$ cat src/hdl/cts_pkg.sv
// Shared types and constants of the cooperative task scheduler.
package cts_pkg;

  localparam int MAX_TASKS    = 8;
  localparam int RESULT_LIMIT = 8;
  localparam int IDX_W        = (MAX_TASKS > 1) ? $clog2(MAX_TASKS) : 1;
  localparam int CNT_W        = $clog2(MAX_TASKS + 1);
  localparam int RCNT_W       = $clog2(RESULT_LIMIT + 1);

  localparam int ACTION_W     = 2;
  localparam int HANDLE_W     = 16;
  localparam int DELAY_W      = 32;
  localparam int PENDING_W    = 8;
  localparam int SLOT_FIELD_W = 3;

  localparam logic [PENDING_W-1:0] PEND_MAX = '1;

  typedef enum logic [ACTION_W-1:0] {
    ACT_TICK     = 2'd0,
    ACT_ADD      = 2'd1,
    ACT_DELETE   = 2'd2,
    ACT_DISPATCH = 2'd3
  } action_t;

  typedef struct packed {
    logic [HANDLE_W-1:0]  handle;
    logic [DELAY_W-1:0]   delay;
    logic [DELAY_W-1:0]   period;
    logic [PENDING_W-1:0] pending;
  } slot_entry_t;

  localparam int ENTRY_W = $bits(slot_entry_t);

  // Result of one slot update: new contents, write strobe, dispatch hit.
  typedef struct packed {
    slot_entry_t ent;
    logic        wr;
    logic        emit;
  } slot_upd_t;

endpackage

$ cat src/hdl/cts_ram.sv
// Generic single-port-write, registered-read RAM.
module cts_ram #(
  parameter int WIDTH = 8,
  parameter int DEPTH = 8
) (
  input  logic                                    clk,
  input  logic                                    we,
  input  logic [((DEPTH > 1) ? $clog2(DEPTH) : 1)-1:0] waddr,
  input  logic [WIDTH-1:0]                        wdata,
  input  logic                                    re,
  input  logic [((DEPTH > 1) ? $clog2(DEPTH) : 1)-1:0] raddr,
  output logic [WIDTH-1:0]                        rdata
);

  logic [WIDTH-1:0] mem_r [DEPTH];

  always_ff @(posedge clk) begin
    if (we) begin
      mem_r[waddr] <= wdata;
    end
    if (re) begin
      rdata <= mem_r[raddr];
    end
  end

endmodule

$ cat src/hdl/cts_slot_alu.sv
// Per-slot update: tick countdown/reload or dispatch consume.
module cts_slot_alu (
  input  cts_pkg::slot_entry_t ent,
  input  logic                 is_dispatch,
  input  logic                 room,
  output cts_pkg::slot_upd_t   upd
);
  import cts_pkg::*;

  always_comb begin
    upd      = '0;
    upd.ent  = ent;
    if (is_dispatch) begin
      if (ent.pending != '0 && room) begin
        upd.ent.pending = ent.pending - PENDING_W'(1);
        upd.wr          = 1'b1;
        upd.emit        = 1'b1;
      end
    end else if (ent.handle != '0) begin
      upd.wr = 1'b1;
      if (ent.delay != '0) begin
        upd.ent.delay = ent.delay - DELAY_W'(1);
      end else begin
        if (ent.pending != PEND_MAX) begin
          upd.ent.pending = ent.pending + PENDING_W'(1);
        end
        if (ent.period != '0) begin
          upd.ent.delay = ent.period;
        end
      end
    end
  end

endmodule

$ cat src/hdl/cooperative_task_scheduler.sv
// Top level of the cooperative task scheduler: slot table walker and result port.
//
//  channel | dir | handshake              | payload
//  --------+-----+------------------------+------------------------------------------
//  in_     | in  | in_valid / in_ready    | action, task_handle, start_delay, period, slot
//  out_    | out | out_valid / out_ready  | slot_number, ready_handle, success, last
//
// Delete stays in ST_IDLE; add goes on to ST_FIN; tick walks the used slots and returns
//   to idle; dispatch walks them and then goes through ST_FIN. The walk reads one slot
//   per cycle from the slot RAM, unless stalled, with the write-back overlapped.
// Reset: synchronous; per-slot valid bits clear the table at once, no clearing pass.
// Stalls: a dispatch walk pauses while the output register holds an untaken
//   transaction and a held hit must move out; the final add or dispatch transaction
//   waits for the output register; input is taken only between walks.
module cooperative_task_scheduler (
  input  logic                              clk,
  input  logic                              rst_n,
  input  logic                              in_valid,
  output logic                              in_ready,
  input  logic [cts_pkg::ACTION_W-1:0]      in_action,
  input  logic [cts_pkg::HANDLE_W-1:0]      in_task_handle,
  input  logic [cts_pkg::DELAY_W-1:0]       in_start_delay,
  input  logic [cts_pkg::DELAY_W-1:0]       in_period,
  input  logic [cts_pkg::SLOT_FIELD_W-1:0]  in_slot,
  output logic                              out_valid,
  input  logic                              out_ready,
  output logic [cts_pkg::SLOT_FIELD_W-1:0]  out_slot_number,
  output logic [cts_pkg::HANDLE_W-1:0]      out_ready_handle,
  output logic                              out_success,
  output logic                              out_last
);
  import cts_pkg::*;

  typedef enum logic [1:0] {ST_IDLE, ST_WALK, ST_FIN} state_t;

  state_t               state_r, state_nxt;
  logic                 is_disp_r, is_disp_nxt;
  logic [MAX_TASKS-1:0] valid_r, valid_nxt;
  logic [CNT_W-1:0]     slots_used_r, slots_used_nxt;
  logic [CNT_W-1:0]     rd_idx_r, rd_idx_nxt;
  logic                 mod_vld_r, mod_vld_nxt;
  logic [IDX_W-1:0]     mod_idx_r, mod_idx_nxt;
  logic [RCNT_W-1:0]    emitted_r, emitted_nxt;
  // Held result: dispatch emits one behind so the final one can carry last.
  logic                 hold_vld_r, hold_vld_nxt;
  logic [IDX_W-1:0]     hold_slot_r, hold_slot_nxt;
  logic [HANDLE_W-1:0]  hold_handle_r, hold_handle_nxt;
  // Output register.
  logic                    out_valid_r, out_valid_nxt;
  logic [SLOT_FIELD_W-1:0] out_slot_r, out_slot_nxt;
  logic [HANDLE_W-1:0]     out_handle_r, out_handle_nxt;
  logic                    out_success_r, out_success_nxt;
  logic                    out_last_r, out_last_nxt;

  logic             ram_we, ram_re;
  logic [IDX_W-1:0] ram_waddr, ram_raddr;
  slot_entry_t      ram_wdata, ram_rdata, cur_ent;
  slot_upd_t        upd;

  logic out_free, rd_more, room, stall, adv, in_fire;

  cts_ram #(
    .WIDTH(ENTRY_W),
    .DEPTH(MAX_TASKS)
  ) u_slot_ram (
    .clk  (clk),
    .we   (ram_we),
    .waddr(ram_waddr),
    .wdata(ram_wdata),
    .re   (ram_re),
    .raddr(ram_raddr),
    .rdata(ram_rdata)
  );

  // Entries not yet written (or deleted) read as all zero.
  assign cur_ent = valid_r[mod_idx_r] ? ram_rdata : '0;
  assign room    = emitted_r < RCNT_W'(RESULT_LIMIT);

  cts_slot_alu u_slot_alu (
    .ent        (cur_ent),
    .is_dispatch(is_disp_r),
    .room       (room),
    .upd        (upd)
  );

  assign out_free = !out_valid_r || out_ready;
  assign rd_more  = rd_idx_r < slots_used_r;
  assign stall    = (state_r == ST_WALK) && mod_vld_r && upd.emit && hold_vld_r && !out_free;
  assign adv      = !stall;
  assign in_ready = (state_r == ST_IDLE);
  assign in_fire  = in_valid && in_ready;

  assign ram_re    = (state_r == ST_WALK) && adv && rd_more;
  assign ram_raddr = rd_idx_r[IDX_W-1:0];

  always_comb begin
    state_nxt       = state_r;
    is_disp_nxt     = is_disp_r;
    valid_nxt       = valid_r;
    slots_used_nxt  = slots_used_r;
    rd_idx_nxt      = rd_idx_r;
    mod_vld_nxt     = mod_vld_r;
    mod_idx_nxt     = mod_idx_r;
    emitted_nxt     = emitted_r;
    hold_vld_nxt    = hold_vld_r;
    hold_slot_nxt   = hold_slot_r;
    hold_handle_nxt = hold_handle_r;
    out_valid_nxt   = out_valid_r && !out_ready;
    out_slot_nxt    = out_slot_r;
    out_handle_nxt  = out_handle_r;
    out_success_nxt = out_success_r;
    out_last_nxt    = out_last_r;
    ram_we          = 1'b0;
    ram_waddr       = mod_idx_r;
    ram_wdata       = upd.ent;

    case (state_r)
      ST_IDLE: begin
        if (in_fire) begin
          case (action_t'(in_action))
            ACT_TICK, ACT_DISPATCH: begin
              state_nxt       = ST_WALK;
              is_disp_nxt     = (action_t'(in_action) == ACT_DISPATCH);
              rd_idx_nxt      = '0;
              mod_vld_nxt     = 1'b0;
              emitted_nxt     = '0;
              hold_vld_nxt    = 1'b0;
              hold_slot_nxt   = '0;
              hold_handle_nxt = '0;
            end
            ACT_ADD: begin
              state_nxt       = ST_FIN;
              hold_handle_nxt = '0;
              if (slots_used_r < CNT_W'(MAX_TASKS)) begin
                ram_we                          = 1'b1;
                ram_waddr                       = slots_used_r[IDX_W-1:0];
                ram_wdata.handle                = in_task_handle;
                ram_wdata.delay                 = in_start_delay;
                ram_wdata.period                = in_period;
                ram_wdata.pending               = '0;
                valid_nxt[slots_used_r[IDX_W-1:0]] = 1'b1;
                slots_used_nxt                  = slots_used_r + CNT_W'(1);
                hold_vld_nxt                    = 1'b1;
                hold_slot_nxt                   = slots_used_r[IDX_W-1:0];
              end else begin
                hold_vld_nxt  = 1'b0;
                hold_slot_nxt = '0;
              end
            end
            ACT_DELETE: begin
              // Clearing the valid bit makes the slot read as zero.
              if (32'(in_slot) < 32'(MAX_TASKS)) begin
                valid_nxt[IDX_W'(in_slot)] = 1'b0;
              end
            end
            default: begin
            end
          endcase
        end
      end

      ST_WALK: begin
        if (adv) begin
          if (mod_vld_r && upd.wr) begin
            ram_we = 1'b1;
          end
          if (mod_vld_r && upd.emit) begin
            if (hold_vld_r) begin
              out_valid_nxt   = 1'b1;
              out_slot_nxt    = SLOT_FIELD_W'(hold_slot_r);
              out_handle_nxt  = hold_handle_r;
              out_success_nxt = 1'b1;
              out_last_nxt    = 1'b0;
            end
            hold_vld_nxt    = 1'b1;
            hold_slot_nxt   = mod_idx_r;
            hold_handle_nxt = cur_ent.handle;
            emitted_nxt     = emitted_r + RCNT_W'(1);
          end
          mod_vld_nxt = rd_more;
          mod_idx_nxt = rd_idx_r[IDX_W-1:0];
          if (rd_more) begin
            rd_idx_nxt = rd_idx_r + CNT_W'(1);
          end
          if (!mod_vld_r && !rd_more) begin
            state_nxt = is_disp_r ? ST_FIN : ST_IDLE;
          end
        end
      end

      ST_FIN: begin
        // Final transaction: add result, last dispatch hit, or "nothing ready".
        if (out_free) begin
          out_valid_nxt   = 1'b1;
          out_slot_nxt    = SLOT_FIELD_W'(hold_slot_r);
          out_handle_nxt  = hold_handle_r;
          out_success_nxt = hold_vld_r;
          out_last_nxt    = 1'b1;
          hold_vld_nxt    = 1'b0;
          state_nxt       = ST_IDLE;
        end
      end

      default: begin
        state_nxt = ST_IDLE;
      end
    endcase
  end

  always_ff @(posedge clk) begin
    if (!rst_n) begin
      state_r      <= ST_IDLE;
      is_disp_r    <= 1'b0;
      valid_r      <= '0;
      slots_used_r <= '0;
      rd_idx_r     <= '0;
      mod_vld_r    <= 1'b0;
      emitted_r    <= '0;
      hold_vld_r   <= 1'b0;
      out_valid_r  <= 1'b0;
    end else begin
      state_r       <= state_nxt;
      is_disp_r     <= is_disp_nxt;
      valid_r       <= valid_nxt;
      slots_used_r  <= slots_used_nxt;
      rd_idx_r      <= rd_idx_nxt;
      mod_vld_r     <= mod_vld_nxt;
      mod_idx_r     <= mod_idx_nxt;
      emitted_r     <= emitted_nxt;
      hold_vld_r    <= hold_vld_nxt;
      hold_slot_r   <= hold_slot_nxt;
      hold_handle_r <= hold_handle_nxt;
      out_valid_r   <= out_valid_nxt;
      out_slot_r    <= out_slot_nxt;
      out_handle_r  <= out_handle_nxt;
      out_success_r <= out_success_nxt;
      out_last_r    <= out_last_nxt;
    end
  end

  assign out_valid        = out_valid_r;
  assign out_slot_number  = out_slot_r;
  assign out_ready_handle = out_handle_r;
  assign out_success      = out_success_r;
  assign out_last         = out_last_r;

endmodule

$ cat config.mk
export PLATFORM = sky130hd
export DESIGN_NAME = cooperative_task_scheduler
export DESIGN_NICKNAME = d
export VERILOG_FILES = /design/src/hdl/cts_pkg.sv /design/src/hdl/cts_ram.sv /design/src/hdl/cts_slot_alu.sv /design/src/hdl/cooperative_task_scheduler.sv
export SDC_FILE = /design/constraint.sdc
export NUM_CORES = 1
export LEC_CHECK = 0
export BUFFER_PORTS_ARGS = -buffer_cell sky130_fd_sc_hd__buf_2
export CAP_MARGIN = 20
export CORE_MARGIN = 2
export CORE_UTILIZATION = 51
export DETAILED_ROUTE_END_ITERATION = 16
export PLACE_DENSITY_LB_ADDON = 0.15
export SLEW_MARGIN = 40
export SYNTH_ARGS = -nofsm -noshare
export SYNTH_HDL_FRONTEND = slang
export SYNTH_SLANG_ARGS = --single-unit
export TNS_END_PERCENT = 5
$ cat constraint.sdc
create_clock -name clk -period 18.9 [get_ports clk]
set_input_delay 5.67 -clock clk [delete_from_list [all_inputs] [get_ports clk]]
set_output_delay 5.67 -clock clk [all_outputs]
set_load 0.01 [all_outputs]
---- Word level (Yosys, flattened, before mapping) ----
Memories as Yosys holds them, arrays and structs flattened. A register that Yosys moved wholly into a read port is not among the register bits.
Cells that the tools add are included.
cells by class
  add/sub/neg operators ................... 6
  multipliers ............................. 0
  div/mod/pow operators ................... 0
  $lt $le $gt $ge ......................... 8
  equality and inequality tests ........... 17
  shift-type cells ........................ 0
  multiplexer cells ....................... 96
  bitwise logic cells ..................... 4
  reduce and logical (&&, ||, !) cells .... 45
operators with widths
  kind                                                         count
  two-way mux 88 bit                                           5
  two-way mux 16 bit                                           8
  two-way mux 32 bit                                           4
  one-hot mux 16 bit (2 select lines)                          2
  nonzero test 32 bit                                          2
  two-way mux 3 bit                                            12
  subtractor 32 x 1 -> 32 bit (second input constant)          1
  two-way mux 1 bit                                            30
  two-way mux 4 bit                                            6
  two-way mux 8 bit                                            3
  AND reduction 6 bit                                          4
  two-way mux 9 bit                                            2
  one-hot mux 3 bit (2 select lines)                           3
  one-hot mux 4 bit (2 select lines)                           2
  one-hot mux 8 bit (2 select lines)                           1
  nonzero test 16 bit                                          1
  AND reduction 5 bit                                          3
  logical AND 1 bit                                            14
  adder 4 x 1 -> 4 bit (second input constant)                 3
  less-than comparator 3 x 4 -> 1 bit (second input constant)  3
  inequality test 2 bit (second input constant)                6
  one-hot mux 1 bit (2 select lines)                           6
  AND reduction 4 bit                                          3
  two-way mux 10 bit                                           1
  other kinds (29)                                             51
storage, ports and cells
  flip-flop bits (word level) ............. 69
  latch bits .............................. 0
  RAM bits ................................ 704
  memory bits (read-only) ................. 0
  input port bits ......................... 89
  output and inout port bits .............. 23
  logic and storage cells ................. 193
  memories ................................ 1
memory list
  memory            depth  width  read ports  clocked after Yosys merged registers in  wr ports  line           source
  u_slot_ram.mem_r  8      88     1           1                                        1         cts_ram.sv:15  logic [WIDTH-1:0] mem_r [DEPTH];

---- Depth between registers and ports, before layout ----
  depth after elaboration ................. 14
  mapped depth ............................ 17

---- By module ----
Synthesis repeated with hierarchy kept, for this count alone.
second synthesis, totals
  cell total of the unflattened synthesis .. 2,126
  area total of the unflattened synthesis .. 36,272.3 um^2
modules (own cells, without submodules)
  module                      times used  cells an instance  area each (um^2)  sequential area each (um^2)
  cts_ram                     1           1,119              29,114.2          23,782.8
  cooperative_task_scheduler  1           634                4,715.8           1,811.7
  cts_slot_alu                1           373                2,442.3           0.0

---- Worst setup path after synthesis ----
No wires, ideal clock.
  path kind ............................... input port to flip-flop
  start ................................... input port in_action[1] (netlist name)
  end ..................................... memory u_slot_ram.mem_r[1][0] (netlist name), enable pin
  arrival time ............................ 13.213 ns
  path slack .............................. 5.019 ns
  stages .................................. 7
  cells stage by stage .................... inv_1 -> ha_1 -> nand2_1 -> nor2_1 -> clkbuf_1 -> nand2_1 -> o32ai_1
between the ends
  word-level cells in the longest chain between the ends .. 6
  elaborated cells on any way between the ends .. 9
  classes of those cells .................. eq/ne (1); mux (8)
ends and longest elaborated chain
  element                                  line                               source
  start, declared                          cooperative_task_scheduler.sv:20   input logic [cts_pkg::ACTION_W-1:0] in_action,
  == test 2 x 1 -> 1 bit (*)               cooperative_task_scheduler.sv:120  case (action_t'(in_action))
  two-way mux 1 bit                        cooperative_task_scheduler.sv:120
  two-way mux 1 bit                        cooperative_task_scheduler.sv:119  if (in_fire) begin
  one-hot mux 1 bit (2 select lines)       cooperative_task_scheduler.sv:117  case (state_r)
  two-way mux 1 bit                        cts_ram.sv:18                      if (we) begin
  two-way mux 1 bit (not written as such)  cts_ram.sv:19                      mem_r[waddr] <= wdata;
  end, declared                            cts_ram.sv:15
Mark *: on every way between the ends. The rest lies on a longest branch, timed or not.

---- Final worst setup path ----
  start ................................... input port in_action[1] (netlist name)
  end ..................................... memory u_slot_ram.mem_r[1][71] (netlist name), enable pin
The elaborated chain is that of the path after synthesis.

==> results.cfg <==
[status]
outcome = finished clean

[critical_path]
required_ns = 19.16
max_stage_delay_ns = 0.64
crit_type = input port to flop
reg2reg_slack_ns = 13.63
cp.arrival_ns = 8.89
path_cells = buf_2 > inv_1 > ha_1 > nand2_1 > nor2_4 > buf_4 > nand2_1 > o32ai_4 > buf_6 > buf_4
crit_path_max_fanout = 56
start_kind = input port
r2r-start = mod_idx_r[0]$_DFFE_PP_
critPathTopFamily = buffers and inverters
end_kind = flop
crit_slowest_cell = buf_4
crit_start = in_action[1]
cp_num_buf_inv = 5

[synth]
syn-num-nets = 2030
avgSynthCellArea_sq_um = 18.10
yosys.cell_types.count = 61
synth-simple-area-share_pct = 6.040
synth_top_family_by_area = multiplexers
synth_seq_cells = 861
muxShareOfSynthArea_pct = 14.63
synth_xor_area_share_pct = 0.2767
synth_fa_ha_area_share_pct = 0.6109
yosys.area.top_type_share_pct = 72.01
yosys.area.top_type = edfxtp_1
synth_edf_count = 835
synthCells = 1924
synthArstFlopShare_pct = 0
synth_area_sq_um = 34820
yosys-top-cells-area = edfxtp_1, mux4_2, mux2_2, nand2_1, dfxtp_1
synth-seq-area-share_pct = 73.51
synth-compound-area-share_pct = 3.662
yosys_warnings = 0
ys.flop_type = edfxtp_1

[route]
dr_total_vias = 18827
drc = 0
drtIter0Drc = 2161
via_per_inst = 6.265
drt_pass1_iterations = 6
wl_mm = 82.19
wire_per_inst_um = 27.35
antenna_left = 0

[die]
die_w_um = 265.3
io_pins = 112
placementRows = 95
start_util_pct = 51.66
die_height_um = 265.3
dieArea_sq_um = 70380
core_area_sq_um = 67400

[timing]
rsz0062_at_grt = no
finalSetupViolations = 0
final_hold_viol_count = 0
timing.fmax_mhz = 115.9
drv_slew = 0
fin_setup_tns_ns = 0
fin_crit_ns = 8.625
max_slew.worst_pin.slew_ns = 0.8854
max_slew_margin_pct = 40.98
worst_slack_ns = 10.27
finClkSkew_ns = 0.02052
post-route-period-util_pct = 45.64

[grt]
grt_pass1_wl_mm = 122.2
grt_antenna_before_repair = 1
grt_pass1_vias = 19239
overflow = 0
grt_max_degree = 129
grt_usage_pct = 23.50

[final_layout]
area_growth_pct = 13.13
drive_gt1_share_pct = 26.94
final_net_count = 2171

[worst_hold_path]
hold_path_class = flop to flop
worstHoldStart = hold_handle_r[6]$_SDFFCE_PN0P_

[clock_tree]
cts.clk_slew.worst_paths_ns = 0.06
cts_tree = yes
cts_resized = 0
cts_buffers = 87
post_cts_buffers = 0
cts.sinks = 861
insertion_delay_ns = 0.64
cts-root-buf = clkbuf_16
cts_max_level = 3
postCtsHoldBufs = 0
cts_buffer_depth = 3

[placement]
dpl_worst_slack_ns = 9.521
numPortBuffers = 111
dp_hpwl_mm = 47.56
globalplace.congestion = 0.8172

[power_and_ir_drop]
powerDensity_nw_per_um2 = 100.0
ir_drop_uv = 77.05
p_leak_nw = 12.69

[job]
maxCapViolCount = 0
[worst reg2reg max path: stages (launching register included)]
cell      delay [ns]
edfxtp_1        0.55
mux4_2          0.59
mux2_4          0.53
buf_4           0.50
nand2_1         0.20
ha_1            0.21
nand3_1         0.15
or4_1           0.72
nor3_2          0.53
a221oi_1        0.18
a311o_1         0.36
a21oi_1         0.48
[flip-flops by register name, summed over array words and instances, names as in the netlist, 2 cells and up]
name	cells
valid_r	8
hold_slot_r	3
hold_handle_r	16
u_slot_ram.mem_r	704
emitted_r	4
u_slot_ram.rdata	88
out_slot_number	3
slots_used_r	4
mod_idx_r	3
state_r	2
out_ready_handle	16
rd_idx_r	4
[logic make-up (layout without fill, tap and decap cells)]
kind of cell,count (synthesis),count (layout)
AOI/OAI and AO/OA,203,203
xor gates and xnor gates,11,11
adders and majority gates,17,17
buffers and inverters,118,325
DFF,861,861
muxes,275,275
other,0,1
and+or+nand+nor,439,439
[synthesized netlist by cell type (3+ instances only)]
cell      count
edfxtp_1    835
mux4_2      178
nand2_1     177
mux2_2       90
nand3_1      76
clkbuf_1     72
a21oi_1      59
o21ai_0      54
nor2_1       53
buf_1        29
dfxtp_1      26
and3_1       25
nor4_1       21
ha_1         17
or3_1        17
nor3_1       16
inv_1        14
o31ai_1      14
nand2b_1     13
a31oi_1      12
nand4_1       8
o22ai_1       8
mux2i_1       7
o211ai_1      7
or4_1         7
nor2b_1       6
xnor2_1       6
a211oi_1      5
a221oi_1      5
o41ai_1       5
or2_2         5
xor2_1        5
a22o_1        4
a22oi_1       4
a311oi_1      4
a221o_1       3
nor4b_1       3
[per-layer routing]
metal	track usage, %	part of all wire [%]	vias to the layer above
met1	33.83	43	9839
met3	4.083	6.8	143
met4	6.459	2.5	0
li1	-	-	8102
met5	0	0	-
met2	37.51	48	743
[cell usage in the layout (no fill, tap or decap), types with 6 or more instances in the layout]
cell type,instances
or3_1,17
nand4_1,8
nor2_1,51
buf_6,10
nor4_1,20
ha_1,17
o31ai_1,12
xnor2_1,6
edfxtp_1,835
buf_2,111
clkbuf_16,89
clkbuf_1,20
a21oi_1,59
clkinv_1,21
nand2b_1,13
o21ai_0,48
clkinv_2,14
o211ai_1,7
buf_4,26
nor2b_1,6
a31oi_1,12
inv_1,14
mux2_2,89
mux2i_1,6
mux4_2,178
nor3_1,15
nand2_1,177
nand3_1,75
and3_1,25
dfxtp_1,23
or4_1,7
[final timing paths]
kind                                            end  depth (start not counted)
setup / recovery  u_slot_ram.mem_r[1][71]$_DFFE_PP_                         10
hold / removal        out_ready_handle[6]$_DFFE_PP_                          0
setup reg to reg  u_slot_ram.mem_r[1][61]$_DFFE_PP_                         11
hold reg to reg       out_ready_handle[6]$_DFFE_PP_                          0
[area by class of cell]
class | count | area [sq um]
Fill cell | 4947 | 28010
Sequential cell | 861 | 25610
Multi-Input combinational cell | 945 | 8977
Clock buffer | 109 | 2302
Tap cell | 873 | 1092
Timing Repair Buffer | 155 | 1006
Clock inverter | 46 | 347.8
Inverter | 15 | 56.30
Antenna cell | 1 | 2.502
[stage by stage]
stage / area (sq um) / power [mW] / cells / hold slack, ns / util, %
global placement: 36550 / 2.365 / 2842 / 0.4015 / 54.23
finish: 39390 / 3.940 / 3005 / 0.4113 / 58.45
detailed placement: 36660 / 2.372 / 2846 / 0.4045 / 54.39
floorplan: 34820 / 2.299 / 1924 / 0.4003 / -
global route: 39390 / 4.054 / 3004 / 0.4195 / 58.44
CTS: 39310 / 3.971 / 3001 / 0.4120 / 58.32
[power breakdown]
| group | switching [mW] | internal [mW] |
|---|---|---|
| Sequential | 0.0179 | 2.13 |
| Combinational | 0.123 | 0.0575 |
| Clock | 0.701 | 0.906 |
Note: power is estimated with default switching activity, not from simulation.
